$ cat config.mk
export PLATFORM = sky130hd
export DESIGN_NAME = filtered_window_statistics_top
export DESIGN_NICKNAME = d
export VERILOG_FILES = /design/src/fws_pkg.sv /design/src/fws_ctrl.sv /design/src/fws_dp.sv /design/src/filtered_window_statistics_top.sv
export SDC_FILE = /design/constraint.sdc
export NUM_CORES = 1
export LEC_CHECK = 0
export ABC_AREA = 1
export ABC_CLOCK_PERIOD_IN_PS = 14300
export BUFFER_PORTS_ARGS = -buffer_cell sky130_fd_sc_hd__buf_2
export CAP_MARGIN = 30
export CORE_MARGIN = 5
export CORE_UTILIZATION = 66
export DETAILED_ROUTE_END_ITERATION = 8
export GPL_TIMING_DRIVEN = 0
export PLACE_DENSITY = 0.86
export SKIP_LAST_GASP = 1
export SYNTH_ARGS = -nofsm -noshare
export SYNTH_HDL_FRONTEND = slang
export SYNTH_SLANG_ARGS = --single-unit
export TNS_END_PERCENT = 5
$ cat constraint.sdc
create_clock -name clk -period 14.3 [get_ports clk]
set_input_delay 0.715 -clock clk [delete_from_list [all_inputs] [get_ports clk]]
set_output_delay 0.715 -clock clk [all_outputs]
set_load 0.01 [all_outputs]
$ cat src/fws_pkg.sv
package fws_pkg;

    // Default parameter values.
    localparam int DEF_MAX_SAMPLES     = 65536;
    localparam int DEF_VALUE_FRAC_BITS = 16;

    // Fixed field widths.
    localparam int TIME_W    = 32;
    localparam int DEV_W     = 16;
    localparam int CH_W      = 8;
    localparam int VALUE_W   = 32;
    localparam int CFG_IDX_W = 3;

    // Configuration register indexes.
    localparam logic [CFG_IDX_W-1:0] CFG_DEVICE_SELECT  = 3'd0;
    localparam logic [CFG_IDX_W-1:0] CFG_CHANNEL_SELECT = 3'd1;
    localparam logic [CFG_IDX_W-1:0] CFG_WINDOW_START   = 3'd2;
    localparam logic [CFG_IDX_W-1:0] CFG_WINDOW_END     = 3'd3;
    localparam logic [CFG_IDX_W-1:0] CFG_MAX_FLOOR      = 3'd4;
    localparam logic [CFG_IDX_W-1:0] CFG_MIN_CEILING    = 3'd5;

    // Controller states.
    typedef enum logic [1:0] {
        ST_ACCUM,
        ST_PREP,
        ST_DIVIDE,
        ST_FINISH
    } state_t;

    // Current configuration register contents.
    typedef struct packed {
        logic [DEV_W-1:0]          device_select;
        logic [CH_W-1:0]           channel_select;
        logic [TIME_W-1:0]         window_start;
        logic [TIME_W-1:0]         window_end;
        logic signed [VALUE_W-1:0] max_floor;
        logic signed [VALUE_W-1:0] min_ceiling;
    } cfg_regs_t;

    // Writes to the floor and ceiling registers in this cycle.
    typedef struct packed {
        logic                      floor_wr;
        logic                      ceil_wr;
        logic signed [VALUE_W-1:0] wdata;
    } cfg_wr_t;

    // Commands from the controller to the datapath.
    typedef struct packed {
        logic acc_en;
        logic capture;
        logic prep;
        logic div_step;
        logic load_out;
    } ctrl_cmd_t;

    // Status from the datapath to the controller.
    typedef struct packed {
        logic div_done;
        logic out_free;
    } dp_status_t;

endpackage

$ cat src/fws_ctrl.sv
module fws_ctrl
(
    input  logic                clk,
    input  logic                rst_n,
    input  logic                in_valid,
    input  logic                last_sample,
    output logic                in_ready,
    input  fws_pkg::dp_status_t status,
    output fws_pkg::ctrl_cmd_t  cmd
);

    fws_pkg::state_t state_reg;
    fws_pkg::state_t state_next;

    // State register.
    always_ff @(posedge clk or negedge rst_n)
    begin
        if (!rst_n)
        begin
            state_reg <= fws_pkg::ST_ACCUM;
        end
        else
        begin
            state_reg <= state_next;
        end
    end

    // Next state: a last sample starts the closing division.
    always_comb
    begin
        state_next = state_reg;
        case (state_reg)
            fws_pkg::ST_ACCUM:
            begin
                if (in_valid && last_sample)
                begin
                    state_next = fws_pkg::ST_PREP;
                end
            end
            fws_pkg::ST_PREP:
            begin
                state_next = fws_pkg::ST_DIVIDE;
            end
            fws_pkg::ST_DIVIDE:
            begin
                if (status.div_done)
                begin
                    state_next = fws_pkg::ST_FINISH;
                end
            end
            fws_pkg::ST_FINISH:
            begin
                if (status.out_free)
                begin
                    state_next = fws_pkg::ST_ACCUM;
                end
            end
            default:
            begin
                state_next = fws_pkg::ST_ACCUM;
            end
        endcase
    end

    // Outputs: handshake and datapath commands.
    always_comb
    begin
        in_ready     = 1'b0;
        cmd          = '0;
        case (state_reg)
            fws_pkg::ST_ACCUM:
            begin
                in_ready    = 1'b1;
                cmd.acc_en  = in_valid;
                cmd.capture = in_valid && last_sample;
            end
            fws_pkg::ST_PREP:
            begin
                cmd.prep = 1'b1;
            end
            fws_pkg::ST_DIVIDE:
            begin
                cmd.div_step = 1'b1;
            end
            fws_pkg::ST_FINISH:
            begin
                cmd.load_out = status.out_free;
            end
            default:
            begin
                in_ready = 1'b0;
            end
        endcase
    end

endmodule

$ cat src/fws_dp.sv
module fws_dp
#(
    parameter int MAX_SAMPLES     = fws_pkg::DEF_MAX_SAMPLES,
    parameter int VALUE_FRAC_BITS = fws_pkg::DEF_VALUE_FRAC_BITS,
    parameter int CNT_W           = $clog2(MAX_SAMPLES + 1)
)
(
    input  logic                                clk,
    input  logic                                rst_n,
    input  fws_pkg::cfg_regs_t                  cfg,
    input  fws_pkg::cfg_wr_t                    cfg_wr,
    input  fws_pkg::ctrl_cmd_t                  cmd,
    output fws_pkg::dp_status_t                 status,
    input  logic [fws_pkg::TIME_W-1:0]          sample_time,
    input  logic [fws_pkg::DEV_W-1:0]           device_id,
    input  logic [fws_pkg::CH_W-1:0]            channel_id,
    input  logic signed [fws_pkg::VALUE_W-1:0]  sample_value,
    output logic                                out_valid,
    input  logic                                out_ready,
    output logic signed [fws_pkg::VALUE_W-1:0]  mean_value,
    output logic signed [fws_pkg::VALUE_W-1:0]  max_value,
    output logic signed [fws_pkg::VALUE_W-1:0]  min_value,
    output logic [CNT_W-1:0]                    match_count,
    output logic                                any_matched
);

    localparam int VW     = fws_pkg::VALUE_W;
    localparam int SUM_W  = VW + CNT_W;
    localparam int STEP_W = $clog2(SUM_W);
    localparam logic signed [VW-1:0] SENTINEL = VW'(-(64'sd1 <<< VALUE_FRAC_BITS));
    localparam logic signed [VW-1:0] CEIL_RST = VW'(64'sd1 <<< VALUE_FRAC_BITS);

    // Running accumulators of the current set.
    logic signed [SUM_W-1:0] sum_reg;
    logic [CNT_W-1:0]        count_reg;
    logic signed [VW-1:0]    max_reg;
    logic signed [VW-1:0]    min_reg;

    // Closing statistics and divider.
    logic [SUM_W-1:0]        quo_reg;
    logic [CNT_W-1:0]        rem_reg;
    logic [CNT_W-1:0]        divisor_reg;
    logic                    neg_reg;
    logic [STEP_W-1:0]       step_reg;
    logic signed [VW-1:0]    stat_max_reg;
    logic signed [VW-1:0]    stat_min_reg;
    logic [CNT_W-1:0]        stat_cnt_reg;

    // Output register.
    logic                    out_valid_reg;

    logic                    match;
    logic signed [SUM_W-1:0] sum_upd;
    logic [CNT_W-1:0]        cnt_upd;
    logic signed [VW-1:0]    max_upd;
    logic signed [VW-1:0]    min_upd;
    logic [CNT_W:0]          rem_sh;
    logic [CNT_W:0]          rem_diff;
    logic                    rem_ge;
    logic [VW-1:0]           quo_low;

    // Sample filter and updated accumulator values.
    always_comb
    begin
        match = (device_id == cfg.device_select) &&
                (channel_id == cfg.channel_select) &&
                (sample_time > cfg.window_start) &&
                (sample_time < cfg.window_end) &&
                (count_reg < CNT_W'(MAX_SAMPLES));
        sum_upd = sum_reg;
        cnt_upd = count_reg;
        max_upd = max_reg;
        min_upd = min_reg;
        if (match)
        begin
            sum_upd = sum_reg + SUM_W'(sample_value);
            cnt_upd = count_reg + CNT_W'(1);
            if (sample_value > max_reg)
            begin
                max_upd = sample_value;
            end
            if (sample_value < min_reg)
            begin
                min_upd = sample_value;
            end
        end
    end

    // Accumulators: update on each sample, restart after the last one.
    always_ff @(posedge clk or negedge rst_n)
    begin
        if (!rst_n)
        begin
            sum_reg   <= '0;
            count_reg <= '0;
            max_reg   <= '0;
            min_reg   <= CEIL_RST;
        end
        else if (cmd.capture)
        begin
            sum_reg   <= '0;
            count_reg <= '0;
            max_reg   <= cfg.max_floor;
            min_reg   <= cfg.min_ceiling;
        end
        else if (cmd.acc_en)
        begin
            sum_reg   <= sum_upd;
            count_reg <= cnt_upd;
            max_reg   <= max_upd;
            min_reg   <= min_upd;
        end
        else
        begin
            if (cfg_wr.floor_wr && (count_reg == '0))
            begin
                max_reg <= cfg_wr.wdata;
            end
            if (cfg_wr.ceil_wr && (count_reg == '0))
            begin
                min_reg <= cfg_wr.wdata;
            end
        end
    end

    // One restoring division step on the magnitude of the sum.
    always_comb
    begin
        rem_sh   = {rem_reg, quo_reg[SUM_W-1]};
        rem_diff = rem_sh - {1'b0, divisor_reg};
        rem_ge   = (rem_sh >= {1'b0, divisor_reg});
        quo_low  = quo_reg[VW-1:0];
    end

    // Divider: capture, take the magnitude, then one quotient bit a cycle.
    always_ff @(posedge clk)
    begin
        if (cmd.capture)
        begin
            quo_reg      <= sum_upd;
            neg_reg      <= sum_upd[SUM_W-1];
            divisor_reg  <= cnt_upd;
            stat_max_reg <= max_upd;
            stat_min_reg <= min_upd;
            stat_cnt_reg <= cnt_upd;
        end
        else if (cmd.prep)
        begin
            quo_reg  <= neg_reg ? (SUM_W'(0) - quo_reg) : quo_reg;
            rem_reg  <= '0;
            step_reg <= STEP_W'(SUM_W - 1);
        end
        else if (cmd.div_step)
        begin
            quo_reg  <= {quo_reg[SUM_W-2:0], rem_ge};
            rem_reg  <= rem_ge ? rem_diff[CNT_W-1:0] : rem_sh[CNT_W-1:0];
            step_reg <= step_reg - STEP_W'(1);
        end
    end

    assign status.div_done = cmd.div_step && (step_reg == '0);
    assign status.out_free = !out_valid_reg || out_ready;

    // Output request valid.
    always_ff @(posedge clk or negedge rst_n)
    begin
        if (!rst_n)
        begin
            out_valid_reg <= 1'b0;
        end
        else if (cmd.load_out)
        begin
            out_valid_reg <= 1'b1;
        end
        else if (out_ready)
        begin
            out_valid_reg <= 1'b0;
        end
    end

    // Output payload, with the sentinel for an empty set.
    always_ff @(posedge clk)
    begin
        if (cmd.load_out)
        begin
            match_count <= stat_cnt_reg;
            any_matched <= (stat_cnt_reg != '0);
            if (stat_cnt_reg == '0)
            begin
                mean_value <= SENTINEL;
                max_value  <= SENTINEL;
                min_value  <= SENTINEL;
            end
            else
            begin
                mean_value <= neg_reg ? (VW'(0) - quo_low) : quo_low;
                max_value  <= stat_max_reg;
                min_value  <= stat_min_reg;
            end
        end
    end

    assign out_valid = out_valid_reg;

`ifndef ASSERT_OFF
    // The count never passes its saturation limit.
    assert property (@(posedge clk) disable iff (!rst_n)
        count_reg <= CNT_W'(MAX_SAMPLES))
    else $error("accepted count above limit");

    // A captured set leaves the accumulators cleared.
    assert property (@(posedge clk) disable iff (!rst_n)
        cmd.capture |=> (count_reg == '0) && (sum_reg == '0))
    else $error("accumulators not restarted after last sample");

    // A result is loaded only into a free output register.
    assert property (@(posedge clk) disable iff (!rst_n)
        cmd.load_out |-> (!out_valid_reg || out_ready))
    else $error("output request overwritten");

    // A loaded result reports a match flag that agrees with its count.
    assert property (@(posedge clk) disable iff (!rst_n)
        cmd.load_out |=> (any_matched == (match_count != '0)))
    else $error("match flag and count disagree");
`endif

endmodule

$ cat src/filtered_window_statistics_top.sv
// Filtered window statistics over a stream of tagged samples.
// Input channel (in_valid/in_ready): one sample request carries time, device,
// channel, a signed Q16.16 value and a last flag. Samples whose device and
// channel match the selected pair and whose time lies strictly inside the
// window feed a sum, a saturating count, a running maximum and a minimum.
// Output channel (out_valid/out_ready): one result request per set, issued
// after the sample flagged last: mean, maximum, minimum, count and a match flag.
// Throughput: one sample per cycle while a set accumulates. After a last
// sample the input stalls in a prep state, a divide state (a restoring divider
// makes the mean, one quotient bit per cycle) and a finish state that waits
// for a free output register; the result is valid in the cycle after its load.
// A result waiting in the output register does not stop the next set; only a
// second result that finds it still full waits for it. Configuration (cfg_valid/
// cfg_ready, cfg_index, cfg_data) is always ready; the user must write it only
// while the block is idle (not enforced). Reset clears the accumulators,
// drops the output request and restores the defaults (ceiling 1.0, others 0).
module filtered_window_statistics_top
#(
    parameter int MAX_SAMPLES     = fws_pkg::DEF_MAX_SAMPLES,
    parameter int VALUE_FRAC_BITS = fws_pkg::DEF_VALUE_FRAC_BITS,
    parameter int CNT_W           = $clog2(MAX_SAMPLES + 1)
)
(
    input  logic                                  clk,
    input  logic                                  rst_n,
    input  logic                                  cfg_valid,
    output logic                                  cfg_ready,
    input  logic [fws_pkg::CFG_IDX_W-1:0]         cfg_index,
    input  logic [fws_pkg::VALUE_W-1:0]           cfg_data,
    input  logic                                  in_valid,
    output logic                                  in_ready,
    input  logic [fws_pkg::TIME_W-1:0]            sample_time,
    input  logic [fws_pkg::DEV_W-1:0]             device_id,
    input  logic [fws_pkg::CH_W-1:0]              channel_id,
    input  logic signed [fws_pkg::VALUE_W-1:0]    sample_value,
    input  logic                                  last_sample,
    output logic                                  out_valid,
    input  logic                                  out_ready,
    output logic signed [fws_pkg::VALUE_W-1:0]    mean_value,
    output logic signed [fws_pkg::VALUE_W-1:0]    max_value,
    output logic signed [fws_pkg::VALUE_W-1:0]    min_value,
    output logic [CNT_W-1:0]                      match_count,
    output logic                                  any_matched
);

    localparam logic signed [fws_pkg::VALUE_W-1:0] CEIL_RST =
        fws_pkg::VALUE_W'(64'sd1 <<< VALUE_FRAC_BITS);
    localparam int CFG_ZERO_W = fws_pkg::DEV_W + fws_pkg::CH_W +
                                2 * fws_pkg::TIME_W + fws_pkg::VALUE_W;

    fws_pkg::cfg_regs_t  cfg_reg;
    fws_pkg::cfg_wr_t    cfg_wr;
    fws_pkg::ctrl_cmd_t  cmd;
    fws_pkg::dp_status_t status;
    logic                cfg_we;

    assign cfg_ready = 1'b1;
    assign cfg_we    = cfg_valid && cfg_ready;

    // Floor and ceiling writes also reach the running values of an empty set.
    assign cfg_wr.floor_wr = cfg_we && (cfg_index == fws_pkg::CFG_MAX_FLOOR);
    assign cfg_wr.ceil_wr  = cfg_we && (cfg_index == fws_pkg::CFG_MIN_CEILING);
    assign cfg_wr.wdata    = cfg_data;

    // Configuration registers; every field resets to zero except the ceiling.
    always_ff @(posedge clk or negedge rst_n)
    begin
        if (!rst_n)
        begin
            cfg_reg <= {{CFG_ZERO_W{1'b0}}, CEIL_RST};
        end
        else if (cfg_we)
        begin
            case (cfg_index)
                fws_pkg::CFG_DEVICE_SELECT:
                    cfg_reg.device_select  <= cfg_data[fws_pkg::DEV_W-1:0];
                fws_pkg::CFG_CHANNEL_SELECT:
                    cfg_reg.channel_select <= cfg_data[fws_pkg::CH_W-1:0];
                fws_pkg::CFG_WINDOW_START:
                    cfg_reg.window_start   <= cfg_data;
                fws_pkg::CFG_WINDOW_END:
                    cfg_reg.window_end     <= cfg_data;
                fws_pkg::CFG_MAX_FLOOR:
                    cfg_reg.max_floor      <= cfg_data;
                fws_pkg::CFG_MIN_CEILING:
                    cfg_reg.min_ceiling    <= cfg_data;
                default:
                begin
                end
            endcase
        end
    end

    fws_ctrl u_ctrl
    (
        .clk         (clk),
        .rst_n       (rst_n),
        .in_valid    (in_valid),
        .last_sample (last_sample),
        .in_ready    (in_ready),
        .status      (status),
        .cmd         (cmd)
    );

    fws_dp
    #(
        .MAX_SAMPLES     (MAX_SAMPLES),
        .VALUE_FRAC_BITS (VALUE_FRAC_BITS),
        .CNT_W           (CNT_W)
    )
    u_dp
    (
        .clk          (clk),
        .rst_n        (rst_n),
        .cfg          (cfg_reg),
        .cfg_wr       (cfg_wr),
        .cmd          (cmd),
        .status       (status),
        .sample_time  (sample_time),
        .device_id    (device_id),
        .channel_id   (channel_id),
        .sample_value (sample_value),
        .out_valid    (out_valid),
        .out_ready    (out_ready),
        .mean_value   (mean_value),
        .max_value    (max_value),
        .min_value    (min_value),
        .match_count  (match_count),
        .any_matched  (any_matched)
    );

endmodule
==> results by group, run 1 <==
Run status
  • Status: finished, final reports clean

Die
  • Ports: approximately 250
  • Rows: 82
  • Initial Utilization: 66.5%
  • Height of the die: 235 microns
  • Core box area: 50100 sq um
  • Die X: around 230 microns
  • Area of the die: roughly 55000 sq um

Finish
  • Most common cell after layout, fill and taps aside: nand2_1
  • Cell Count, Final, Fillers Out: 5157
  • Design area: 37500 sq um
  • Most frequent cells in the layout: nand2_1 (1042), inv_1 (468), nor2_1 (423), o21ai_0 (346), dfrtp_1 (283)
  • Layout cells sized above 1: ~11%
  • Number of flip-flops in the largest register: 152
  • Final-stage net count: between 4k and 5k
  • Fillcell total: 3718
  • Area Growth Syn to Fin: 12.5%

Worst setup path
  • Worst flop-to-flop path endpoint: u_dp.quo_reg[3]
  • Arrival @ worst endpoint: 4820 ps
  • Reg-to-reg setup timing slack: 9800 ps
  • CP Max Fanout: 18
  • Kind of critical path: flip-flop to flip-flop
  • Nature of the critical path startpoint: flip-flop
  • CP required: 14630 ps
  • Reg2reg start: u_ctrl.state_reg[0]
  • Reg2Reg Depth: 10
  • Critical path endpoint category: flip-flop

STA
  • RSZ-0062 raised after global routing: false
  • Worst-margin pin slew: between 1000 and 1500 ps
  • Setup_tns: 0 ps
  • Final Hold Viols: 0
  • Final clock skew: between 20 and 30 ps
  • Max-slew violation total from the final report: 0
  • Fmax: 222 MHz
  • Min Clock Period, post-route: ~4500 ps
  • # setup viols final: 0
  • Slew Limit Headroom: 32.7%
  • Fin crit share: 31.5%

Logic synthesis
  • Post-synth EDFFs: 268
  • Synth cell types: 56
  • Synth area leaders: edfxtp_1 (24%), dfrtp_1 (21%), nand2_1 (12%), ha_1 (7.5%), inv_1 (5.3%)
  • Synthesized cell area: between 30000 and 40000 sq um
  • Register area share after synthesis: roughly 46%
  • Syn Nets: 4444
  • Synth Register Bits: about 550
  • Prevailing post-synth register cell: dfrtp_1
  • Mapped Avg Cell Area: between 8 and 9 sq um
  • Mapped Cells: roughly 4k
  • Yosys warns: 0
  • Ys async rst share: roughly 52%
  • Cell taking the most area after synthesis: edfxtp_1
  • Yosys top cell area share: 24.2%

Clock tree
  • Total CTS buffers: 55
  • H-tree Lvls: 2
  • Clk slew on worst S/H paths: roughly 60 ps
  • Root Driver: clkbuf_16
  • Clock sink count: 553
  • Clock tree from TritonCTS: built
  • Clk Latency, worst-skew pair: between 600 and 700 ps
  • CTS resizes: 0
  • Clk buf depth: 3

GRT
  • Grt ovf: 0
  • Gr usage total: 36.4%
  • Largest net degree at the start of global routing: between 100 and 150
  • First-pass GRT wire length: around 160000 microns
  • Initial antenna violation count: 16
  • Vias in the first global route: 29.9k

Placement
  • DP Wirelength: between 70000 and 80000 microns
  • Placer Congestion: 1.07
  • IO buf count: around 240
  • Placement Cell Area: about 36000 sq um
  • Post-placement cell count: 5040

Detailed routing
  • 1st-iter DRT viols: 3134
  • Routed vias: around 30k
  • Routed vias/inst: 5.91
  • Total wire length: ~100000 microns
  • DRC Markers: 0
  • Pre-antenna DRT Iters: 9
  • Post-route ant nets: 0
  • Routed len/inst: 19.5 microns

Pwr
  • Sequential power share: 49.2%
  • Net Sw Power: 0.000947 W
  • Logic pwr share: 10.5%
  • Leakage: 17.1 nW
  • Clock network power share: 40.3%
  • Pint: 0.00269 W
  • PD cells: 97.2 nW/um^2
  • Total power: 0.00364 W
  • Max IR drop VDD: 0.000105 V
  • Sw frac: between 20% and 30%

Job
  • Max Cap Viol: 0

Hold path
  • Hold crit path type: input pin to flip-flop
  • Hold Crit Depth: 4
  • Worst Hold End: u_dp.out_valid
  • Worst Hold Launch: out_ready
repair_timing:
item                      in CTS  in global routing
hold buffers                   1                  0
setup buffers                  0                  0
hold endpoints to repair      13                  0
cells in the mapped netlist (all sizes together) (5+ instances only):
cell type  number
ha            200
nor4           20
dfrtp         283
a21oi         255
nand3         127
edfxtp        268
inv           472
xor2           73
or2            45
a31oi           8
o22ai          26
nor3b           5
a22o           19
xnor2          27
nand4          92
nor2          435
clkbuf         93
o211ai         15
a21o            9
buf            56
nor3           44
o21a           11
a211oi         65
o21ai         382
nand2        1048
o21bai         10
critical path, stage by stage, from the launching register on:
cell and delay (ps):
dfrtp_1 410, inv_1 100, ha_1 220, nand2_1 300, nor2_1 870, inv_1 260, clkbuf_1 360, buf_1 370
a22oi_2 830, buf_8 270, buf_8 200
power by group through the flow:
stage               Clock (W)  Combinational [W]  Sequential (W)
floorplan                   0           0.000249         0.00180
global placement            0           0.000356         0.00182
detailed placement          0           0.000376         0.00182
CTS                   0.00147           0.000380         0.00179
global route          0.00154           0.000440         0.00180
finish                0.00147           0.000383         0.00179
cell type report:
class                      instances  area (sq um)  area share (%)
multi-input combinational       2936         15700            41.8
buffer                           149           668            1.78
inverter                         475          1780            4.76
tap                              672           841            2.24
antenna                           12          30.0          0.0802
clock inverter                    36           323           0.862
clock buffer                      67          1480            3.96
sequential                       553         15200            40.5
timing repair buffer             257          1480            3.95
per-layer routing:
metal  global-route usage (%)  part of all wire [%]  vias up
met3                     7.48                   9.6      393
met5                        0                 0.099        -
li1                         -                     -    14376
met4                     21.7                   6.5       16
met2                     60.4                    48     1575
met1                     44.1                    36    14117
cells by family after synthesis:
kind of cell,share of synthesized area (%)
and+or+nand+nor,23.2
xor gates and xnor gates,2.63
DFF,45.6
other,0.0113
buffers and inverters,7.36
AOI/OAI and AO/OA,13.6
adders and majority gates,7.64
metrics by stage:
step	util (%)	hold slack [ps]	worst slack, ps
after floorplan	-	419	7460
after global placement	70.6	448	4800
after detailed placement	71.1	446	9860
after CTS	74.7	387	9910
after global routing	74.8	439	9630
final	74.8	405	9800
how the worst max path moves through the flow:
stage / from / end / slack [ps] / depth (start not counted)
floorplan: out_ready / u_dp.any_matched / 7460 / 2
global placement: out_ready / u_dp.max_value[4] / 4800 / 3
global route: u_ctrl.state_reg[0] / u_dp.quo_reg[3] / 9630 / 10
detailed placement: in_valid / u_dp.quo_reg[3] / 9860 / 9
finish: u_ctrl.state_reg[0] / u_dp.quo_reg[3] / 9800 / 10
CTS: u_ctrl.state_reg[0] / u_dp.quo_reg[3] / 9910 / 10
(Power assumes the default switching activity.)
==> run 2: changes to the inputs <==
ABC_CLOCK_PERIOD_IN_PS = 3920   (was 14300)
CORE_UTILIZATION = 56   (was 66)
PLACE_DENSITY = 0.78   (was 0.86)
clock period = 3.92 ns   (was 14.3 ns; I/O delays follow)
==> run 2 against run 1 <==
  * Setup slack lost 9800 ps
  * Routed wire length increased by 1.6%
  * Sequential cell count stayed put
  * Non-clock buffer count grew 35
  * Worst hold slack lost 370 ps
  * Register-to-register slack got worse by 9800 ps
  * Utilization is 9.9 points lower
  * Combinational power grew to 3.7 times the previous value
  * Critical path depth is 2 lower
  * Fmax increased by 15%
==> results by group, run 2 (same netlist as run 1, synthesis figures left out) <==
Run status
  • Status: finished, final reports clean

STA
  • Fin crit share: 99.9%
  • Setup_tns: 0 ps
  • RSZ-0062 raised after global routing: false
  • Min Clock Period, post-route: approximately 3900 ps
  • # setup viols final: 0
  • Final Hold Viols: 0
  • Final clock skew: around 32 ps
  • Max-slew violation total from the final report: 0
  • Slack of the critical path: 3.22 ps
  • Slew Limit Headroom: 33.3%
  • Worst-margin pin slew: roughly 1000 ps
  • Fmax: ~260 MHz

Job
  • Max Cap Viol: 0

Worst setup path
  • Reg2reg start: u_ctrl.state_reg[0]
  • Kind of critical path: flip-flop to flip-flop
  • Cell mode on critical path: nand3_1
  • Critical path endpoint category: flip-flop
  • CP Cell Sequence: inv_1, ha_1, nand2_1, nor2_2, clkbuf_1, buf_1, nand3_1, nand3_1
  • Worst flop-to-flop path endpoint: u_dp.quo_reg[33]
  • Slowest cell on the critical path: buf_1
  • CP required: 4410 ps
  • CP Max Fanout: 10
  • Reg2Reg Depth: 8
  • Critical Path Max Stage Delay: 820 ps
  • Worst Setup SP: u_ctrl.state_reg[0]
  • Nature of the critical path startpoint: flip-flop
  • Arrival @ worst endpoint: 4410 ps
  • Reg-to-reg setup timing slack: between 3 and 4 ps

Die
  • Ports: 246
  • Rows: 89
  • Die X: 254 microns
  • Initial Utilization: 56.5%
  • Area of the die: ~64000 sq um
  • Core box area: 58900 sq um
  • Height of the die: roughly 250 microns

GRT
  • Largest net degree at the start of global routing: 91
  • Gr usage total: 31.2%
  • Grt ovf: 0
  • First-pass GRT wire length: roughly 160000 microns
  • Initial antenna violation count: 17
  • Vias in the first global route: 29.4k

Detailed routing
  • Routed vias: 30.0k
  • Routed len/inst: about 19 microns
  • Routed vias/inst: approximately 5.7
  • Pre-antenna DRT Iters: 6
  • DRC Markers: 0
  • Total wire length: 102000 microns
  • 1st-iter DRT viols: 2633
  • Post-route ant nets: 0

Hold path
  • Worst Hold Launch: cfg_data[2]
  • Worst Hold End: cfg_reg[2]
  • Hold Crit Depth: 3
  • Hold crit path type: input pin to flip-flop

Clock tree
  • Total CTS buffers: between 50 and 60
  • Clock sink count: 553
  • Clock tree from TritonCTS: built
  • H-tree Lvls: 2
  • Clk buf depth: 3
  • Clk Latency, worst-skew pair: 650 ps
  • Root Driver: clkbuf_16
  • Clk slew on worst S/H paths: 60 ps

Pwr
  • Sequential power share: 46.7%
  • Clock network power share: 43.2%
  • Pint: 0.0105 W
  • Logic pwr share: between 10% and 20%
  • Max IR drop VDD: roughly 0.00043 V
  • Net Sw Power: between 0.003 and 0.004 W
  • Leakage: ~17 nW
  • Total power: 0.0140 W
  • Sw frac: between 20% and 30%
  • PD cells: between 300 and 400 nW/um^2

Placement
  • Pre-CTS setup slack: -396 ps
  • Placer Congestion: between 1 and 1.5
  • DP Wirelength: between 70000 and 80000 microns
  • IO buf count: 244

Finish
  • Layout cells sized above 1: 11.0%
  • Area Growth Syn to Fin: 14.9%
  • Number of flip-flops in the largest register: 152
  • Final-stage net count: 4796
  • Fillcell total: 4983
  • Most common cell after layout, fill and taps aside: nand2_1
  • Most frequent cells in the layout: nand2_1 (1042), inv_1 (468), nor2_1 (422), o21ai_0 (345), dfrtp_1 (283)
==> run 2: cell count changes in the layout (fill, tap and decap cells not counted), sizes merged <==
cell | before | now
inv | 477 | 474
dlygate4sd3 | 1 | 34
buf | 312 | 314
clkinvlp | 6 | 8
diode | 12 | 10
bufinv | 4 | 12
==> run 2: worst max path at each step <==
stage	slack (ps)	depth (start not counted)	to
floorplan	-360	6	u_dp.divisor_reg[0]
global placement	-3110	8	u_dp.quo_reg[1]
detailed placement	-400	10	u_dp.quo_reg[6]
CTS	190	17	u_dp.quo_reg[48]
global route	60	9	u_dp.rem_reg[0]
finish	3	8	u_dp.quo_reg[33]
==> run 2: layout make-up <==
type                    count  area (sq um)  area share (%)
repair buffers            292          1840            4.80
inverters                 475          1780            4.66
multi-input cells        2936         15700            41.0
diodes                     10          25.0          0.0654
clock buffers              67          1510            3.94
clock inverters            43           609            1.59
flip-flops and latches    553         15200            39.7
well taps                 773           967            2.53
plain buffers             149           668            1.75
==> run 2: metrics by stage <==
step / instance area [sq um] / cells / util [%] / hold WS, ps
after floorplan: 33300 / 4113 / - / -99.6
after global placement: 35500 / 5130 / 60.2 / 432
after detailed placement: 35800 / 5142 / 60.7 / 145
after CTS: 38200 / 5287 / 64.9 / 11.0
after global routing: 38200 / 5295 / 64.9 / 28.8
final: 38200 / 5298 / 64.9 / 35.4
==> run 2: timing repair <==
| item | CTS | global route |
|---|---|---|
| pin swaps | 1 | 0 |
| hold endpoints to repair | 257 | 0 |
| buffers inserted | 1 | 0 |
| hold buffers | 34 | 0 |
| gates resized for setup | 1 | 1 |
| endpoints found under the setup margin | 48 | 1 |
==> run 2: critical path: cells and delay by family, from the launching register on <==
kind	cells	cell delay (ps)
buf+inv	3	1620
simple gates	4	1500
flops	1	400
fa+ha+maj	1	240
==> run 2: per-layer routing <==
layer / part of all wire [%] / routed length [microns] / track usage, % / vias to the layer above
li1: - / - / - / 14453
met5: 0.11 / 111 / 0 / -
met3: 8.5 / 8670 / 5.85 / 312
met2: 47 / 48500 / 52.4 / 1298
met4: 5.5 / 5590 / 15.3 / 16
met1: 38 / 39300 / 39.0 / 13931
==> run 2: power groups by stage <==
stage	registers [W]	logic, W	clock network [W]
floorplan	0.00658	0.000909	0
global placement	0.00662	0.00131	0
detailed placement	0.00663	0.00138	0
CTS	0.00652	0.00141	0.00612
global route	0.00656	0.00163	0.00636
finish	0.00653	0.00142	0.00605
